## src/kwm_pkg.sv

```systemverilog
// Shared types and defaults for the k-way sorted merge core
package kwm_pkg;

	// Default geometry
	localparam int unsigned LISTS_DEF      = 8;
	localparam int unsigned LIST_DEPTH_DEF = 64;

	// Request codes
	typedef enum logic [1:0] {
		MODE_APPEND = 2'd0,
		MODE_TAKE   = 2'd1,
		MODE_CLEAR  = 2'd2
	} mode_t;

	// Controller states
	typedef enum logic [1:0] {
		ST_IDLE,
		ST_SEARCH,
		ST_DELIVER
	} state_t;

	// Request item
	typedef struct packed {
		logic [1:0]         mode;
		logic [2:0]         list_id;
		logic signed [31:0] value;
	} req_item_t;

	// Response item
	typedef struct packed {
		logic signed [31:0] min_value;
		logic [2:0]         source_list;
		logic               empty_res;
	} rsp_item_t;

	// Search token handed from cell to cell (winner index travels beside it)
	typedef struct packed {
		logic               vld;
		logic               found;
		logic signed [31:0] val;
	} token_t;

	// Broadcast commands from the controller to every cell
	typedef struct packed {
		logic               wr;
		logic               clr;
		logic               adv;
		logic [2:0]         list_id;
		logic signed [31:0] value;
	} cell_cmd_t;

endpackage

```

## src/kwm_cell.sv

```systemverilog
// One list of the merge chain: entry store, counters and a compare stage
module kwm_cell #(
	parameter int unsigned LISTS      = kwm_pkg::LISTS_DEF,
	parameter int unsigned LIST_DEPTH = kwm_pkg::LIST_DEPTH_DEF,
	parameter int unsigned CELL_ID    = 0,
	parameter int unsigned IDX_W      = $clog2(LISTS)
) (
	input  logic               clk,
	input  logic               arst_n,
	input  kwm_pkg::cell_cmd_t cmd,
	input  logic [IDX_W-1:0]   adv_idx,
	input  kwm_pkg::token_t    tok_in,
	input  logic [IDX_W-1:0]   idx_in,
	output kwm_pkg::token_t    tok_out,
	output logic [IDX_W-1:0]   idx_out
);
	import kwm_pkg::*;

	localparam int unsigned CW = $clog2(LIST_DEPTH + 1);
	localparam int unsigned AW = $clog2(LIST_DEPTH);

	logic signed [31:0] mem [LIST_DEPTH];
	logic signed [31:0] head_q;
	logic [CW-1:0]      fill_q;
	logic [CW-1:0]      rd_q;
	logic               wr_hit;
	logic               adv_hit;
	logic               avail;
	logic               take;
	logic               tok_vld_q;
	logic               tok_found_q;
	logic signed [31:0] tok_val_q;
	logic [IDX_W-1:0]   idx_q;

	// Decode the broadcast for this list
	assign wr_hit  = cmd.wr && (32'(cmd.list_id) == 32'(CELL_ID)) &&
		(fill_q < CW'(LIST_DEPTH));
	assign adv_hit = cmd.adv && (adv_idx == IDX_W'(CELL_ID));
	assign avail   = rd_q < fill_q;

	// Entry store: append at the tail, head read every cycle
	always_ff @(posedge clk) begin
		if (wr_hit) begin
			mem[fill_q[AW-1:0]] <= cmd.value;
		end
		head_q <= mem[rd_q[AW-1:0]];
	end

	// Fill count and read position
	always_ff @(posedge clk or negedge arst_n) begin
		if (!arst_n) begin
			fill_q <= '0;
			rd_q   <= '0;
		end else if (cmd.clr) begin
			fill_q <= '0;
			rd_q   <= '0;
		end else begin
			if (wr_hit) begin
				fill_q <= fill_q + CW'(1);
			end
			if (adv_hit) begin
				rd_q <= rd_q + CW'(1);
			end
		end
	end

	// Compare stage: strict less-than keeps ties on the lower list
	assign take = avail && (!tok_in.found || (head_q < tok_in.val));

	always_ff @(posedge clk or negedge arst_n) begin
		if (!arst_n) begin
			tok_vld_q <= 1'b0;
		end else begin
			tok_vld_q <= tok_in.vld;
		end
	end

	always_ff @(posedge clk) begin
		if (take) begin
			tok_found_q <= 1'b1;
			tok_val_q   <= head_q;
			idx_q       <= IDX_W'(CELL_ID);
		end else begin
			tok_found_q <= tok_in.found;
			tok_val_q   <= tok_in.val;
			idx_q       <= idx_in;
		end
	end

	assign tok_out = '{vld: tok_vld_q, found: tok_found_q, val: tok_val_q};
	assign idx_out = idx_q;

endmodule

```

## config.mk

```make
export PLATFORM = sky130hd
export DESIGN_NAME = kwm_cell
export DESIGN_NICKNAME = d
export VERILOG_FILES = /design/src/kwm_pkg.sv /design/src/kwm_cell.sv
export SDC_FILE = /design/constraint.sdc
export NUM_CORES = 2
export LEC_CHECK = 0
export ABC_AREA = 1
export BUFFER_PORTS_ARGS = -buffer_cell sky130_fd_sc_hd__clkbuf_2
export CAP_MARGIN = 20
export CORE_MARGIN = 5
export CORE_UTILIZATION = 50
export CTS_CLUSTER_DIAMETER = 30
export CTS_CLUSTER_SIZE = 8
export DETAILED_ROUTE_END_ITERATION = 10
export GPL_TIMING_DRIVEN = 0
export HOLD_SLACK_MARGIN = 0.15
export PLACE_DENSITY = 0.74
export REMOVE_ABC_BUFFERS = 1
export SLEW_MARGIN = 0
export SYNTH_ARGS = -nofsm -noshare
export SYNTH_HDL_FRONTEND = slang
export SYNTH_SLANG_ARGS = --single-unit
export TNS_END_PERCENT = 10
```

## constraint.sdc

```tcl
create_clock -name clk -period 5.53 [get_ports clk]
set_clock_uncertainty 0.1 [all_clocks]
set_input_delay 1.106 -clock clk [delete_from_list [all_inputs] [get_ports clk]]
set_output_delay 1.106 -clock clk [all_outputs]
set_load 0.01 [all_outputs]
```

==> flow_summary_export.csv <==
group,metric,value,unit
worst_hold_path,whs_path_depth,1,
floorplan,die_x,418,um
layout,utilization,59.6,%
outcome,outcome,"complete, no violations",
placed_design,dp.cells,8179,
detailed_routing,post_drt_wl_per_cell,27.8,um
global_routing,antenna_found_initial,4,
timing,setup_tns,0,ns
detailed_routing,viasPerCell,6.46,
setup_path,rrSetupSlack,0.003,ns
worst_hold_path,min_from,"tok_in[33]",
synthesis,yosysSeqAreaShare,76.1,%
global_routing,grt_max_degree,203,
clocking,numCtsBuffers,358,
synthesis,ys_top_cells_by_area,"edfxtp_1, o21ai_0, nor2_1",
timing,final.period_utilization,99.9,%
synthesis,ys_seq_elements,2131,
global_routing,grt.total_usage,27.0,%
worst_hold_path,hold_class,"input pin to register",
timing,slew_headroom,23.8,%
layout,regArea,63300,um^2
setup_path,crit_required,6.12,ns
placed_design,gp_congestion,0.838,
synthesis,synth_edf_count,2048,
synthesis,synth_cell_types,41,
synthesis,syn_avg_cell_area,13.5,um^2
timing,worst_pin_slew,1.14,ns
synthesis,synth_warnings,0,
setup_path,cp_slowest_stage_delay,0.84,ns
setup_path,cp.depth,13,
setup_path,path_class,"register to register",
setup_path,cp.arrival,6.12,ns
timing,rsz0062_at_grt,"false",
timing,finalHoldViolations,0,
setup_path,r2r-end,"head_q[11]",
setup_path,crit_slowest_cell,"dfrtp_4",
setup_path,cp.buffers_inverters,7,
floorplan,placeableCoreArea,165000,um^2
clocking,clk_latency,0.96,ns
layout,layout-drive-gt1-share,12.0,%
clocking,h-tree-depth,5,
layout,area_delta_synth_final,18.4,%
synthesis,synth.cell_area,83100,um^2
setup_path,r2r_cells,13,
timing,fmax,181,MHz
power,ir_drop,0.309,mV
layout,fin_nets,6479,
clocking,root_buffer,"clkbuf_16",
clocking,clockBufferDepth,4,
detailed_routing,dr.first_iter.drc_count,9246,
clocking,cts_tree,"yes",
detailed_routing,wl,243,mm
setup_path,r2r_start,"rd_q[0]",
setup_path,endpoint_kind,"register",
synthesis,synth_top_area_share,74.0,%
placed_design,io_buffers,116,
setup_path,crit_family,"buffers and inverters",
power,power_density,394,nW/um^2
layout,multi_input_area,18000,um^2
layout,fillers,11400,
detailed_routing,vias,56300,
detailed_routing,first_pass_iters,8,
floorplan,fp.dieH,418,um
setup_path,cp_cell_sequence,"buf_16 > buf_16 > buf_16 > buf_16 > buf_16 > inv_16 > buf_16 > o21ai_0 > o22ai_1 > a21oi_1 > nand3_1 > nand3_1 > nand2_1",
synthesis,synth_most_common_cell,"edfxtp_1",
global_routing,grt_pass1_wl,351,mm
timing,final.min_clock_period,5.53,ns
clocking,path_clk_slew,0.04,ns
detailed_routing,drc_errors,0,
setup_path,cp-start-kind,"register",
synthesis,synth_commonest_cells,"edfxtp_1, nor2_1, o21ai_0",
placed_design,hpwl,129,mm
floorplan,initial_utilization,50.3,%
synthesis,netlist_instances,6174,
setup_path,crit_path_max_fanout,202,
job,maxCapViolations,0,
layout,layout.cells.non_filler,8723,
floorplan,io_pins,117,
detailed_routing,ant_nets,0,
global_routing,grt_overflow_total,0,
global_routing,grt_pass1_vias,55700,
worst_hold_path,min_to,"tok_vld_q",
floorplan,dieArea,174000,um^2
synthesis,synthFlopType,"edfxtp_1",
floorplan,rows,149,
power,p_leak,0.0324,uW
synthesis,synth_top_area_cell,"edfxtp_1",
setup_path,worst_path_most_repeated_cell,"buf_16",
timing,setup_viol,0,
timing,drv_slew,0,
synthesis,synthArstFlopShare,0.704,%
power,p_total,38800,uW
clocking,cts_sinks,2131,
metal layers:
| metal | routed length (um) | global-route usage, % | vias to the layer above |
|---|---|---|---|
| met1 | 81800 | 33.5 | 27400 |
| li1 | - | - | 23600 |
| met2 | 114000 | 42.8 | 4346 |
| met4 | 17800 | 17.4 | 0 |
| met3 | 29400 | 6.30 | 972 |
| met5 | 0 | 0 | - |
cell type report:
type | count | area share (%)
well taps | 2189 | 2.78
inverters | 66 | 0.295
repair inverters | 1 | 0.00890
clock inverters | 102 | 0.863
multi-input cells | 3535 | 18.3
diodes | 1 | 0.00254
clock buffers | 431 | 9.55
flip-flops and latches | 2131 | 64.3
repair buffers | 267 | 3.89
where the power goes:
part	internal [uW]	switching, uW
Clock	12400	6960
Combinational	442	1100
Sequential	17800	71.0
registers in the layout (all words and copies together) (netlist names):
| register | count |
|---|---|
| tok_vld_q | 1 |
| head_q | 32 |
| tok_found_q | 1 |
| mem | 2048 |
| fill_q | 7 |
| tok_val_q | 32 |
| idx_out | 3 |
| rd_q | 7 |
worst max-delay path by stage:
| stage | startpoint | to | slack [ns] |
|---|---|---|---|
| 2_1_floorplan | rd_q[0] | head_q[2] | -30.41 |
| 3_3_place_gp | rd_q[0] | head_q[15] | -75.84 |
| 3_5_place_dp | rd_q[0] | tok_val_q[5] | -1.10 |
| 4_1_cts | rd_q[0] | tok_val_q[26] | 0.16 |
| 5_1_grt | rd_q[0] | head_q[11] | 0.08 |
| 6_report | rd_q[0] | head_q[11] | 0.003 |
cell families (layout without fill, tap and decap cells):
family | Yosys count | in the layout | share of synthesized area [%]
fa+ha+maj | 39 | 39 | 0.587
other cells | 0 | 1 | 0
flops | 2131 | 2131 | 76.1
simple gates | 1791 | 1791 | 8.64
buf+inv | 508 | 867 | 2.80
compound gates | 1705 | 1705 | 11.9
layout by cell type (no fill, tap or decap), types with 21 or more instances in the layout:
cell / n
o22ai_1: 318
nor2_4: 64
nand4_1: 37
buf_16: 43
clkbuf_16: 366
edfxtp_1: 2048
ha_1: 39
o21ai_1: 21
clkinv_2: 32
nand2_1: 365
nor2_1: 1051
inv_1: 58
o21ai_0: 1015
clkinv_1: 38
clkbuf_2: 116
o211ai_1: 63
a21oi_1: 79
nand3_1: 258
o221ai_1: 194
clkbuf_1: 64
buf_12: 91
dfxtp_1: 68
stage by stage:
step                      hold WS (ns)  setup WS, ns  cell area (um^2)
after global placement           0.362        -75.84             84400
after CTS                        0.184         0.160             98300
after floorplan                  0.337        -30.41             81000
final                            0.221       0.00306             98400
after detailed placement         0.375         -1.10             88000
after global routing             0.203        0.0833             98400
timing repair:
action | 4_1_cts | 5_1_grt
setup endpoints to repair | 56 | 33
hold endpoints to repair | 15 | 0
cloned | 3 | 1
pin swaps | 1 | 0
hold buffers | 1 | 0
setup buffers | 2 | 0
gates resized for setup | 0 | 2
Note: power is estimated with default switching activity, not from simulation.
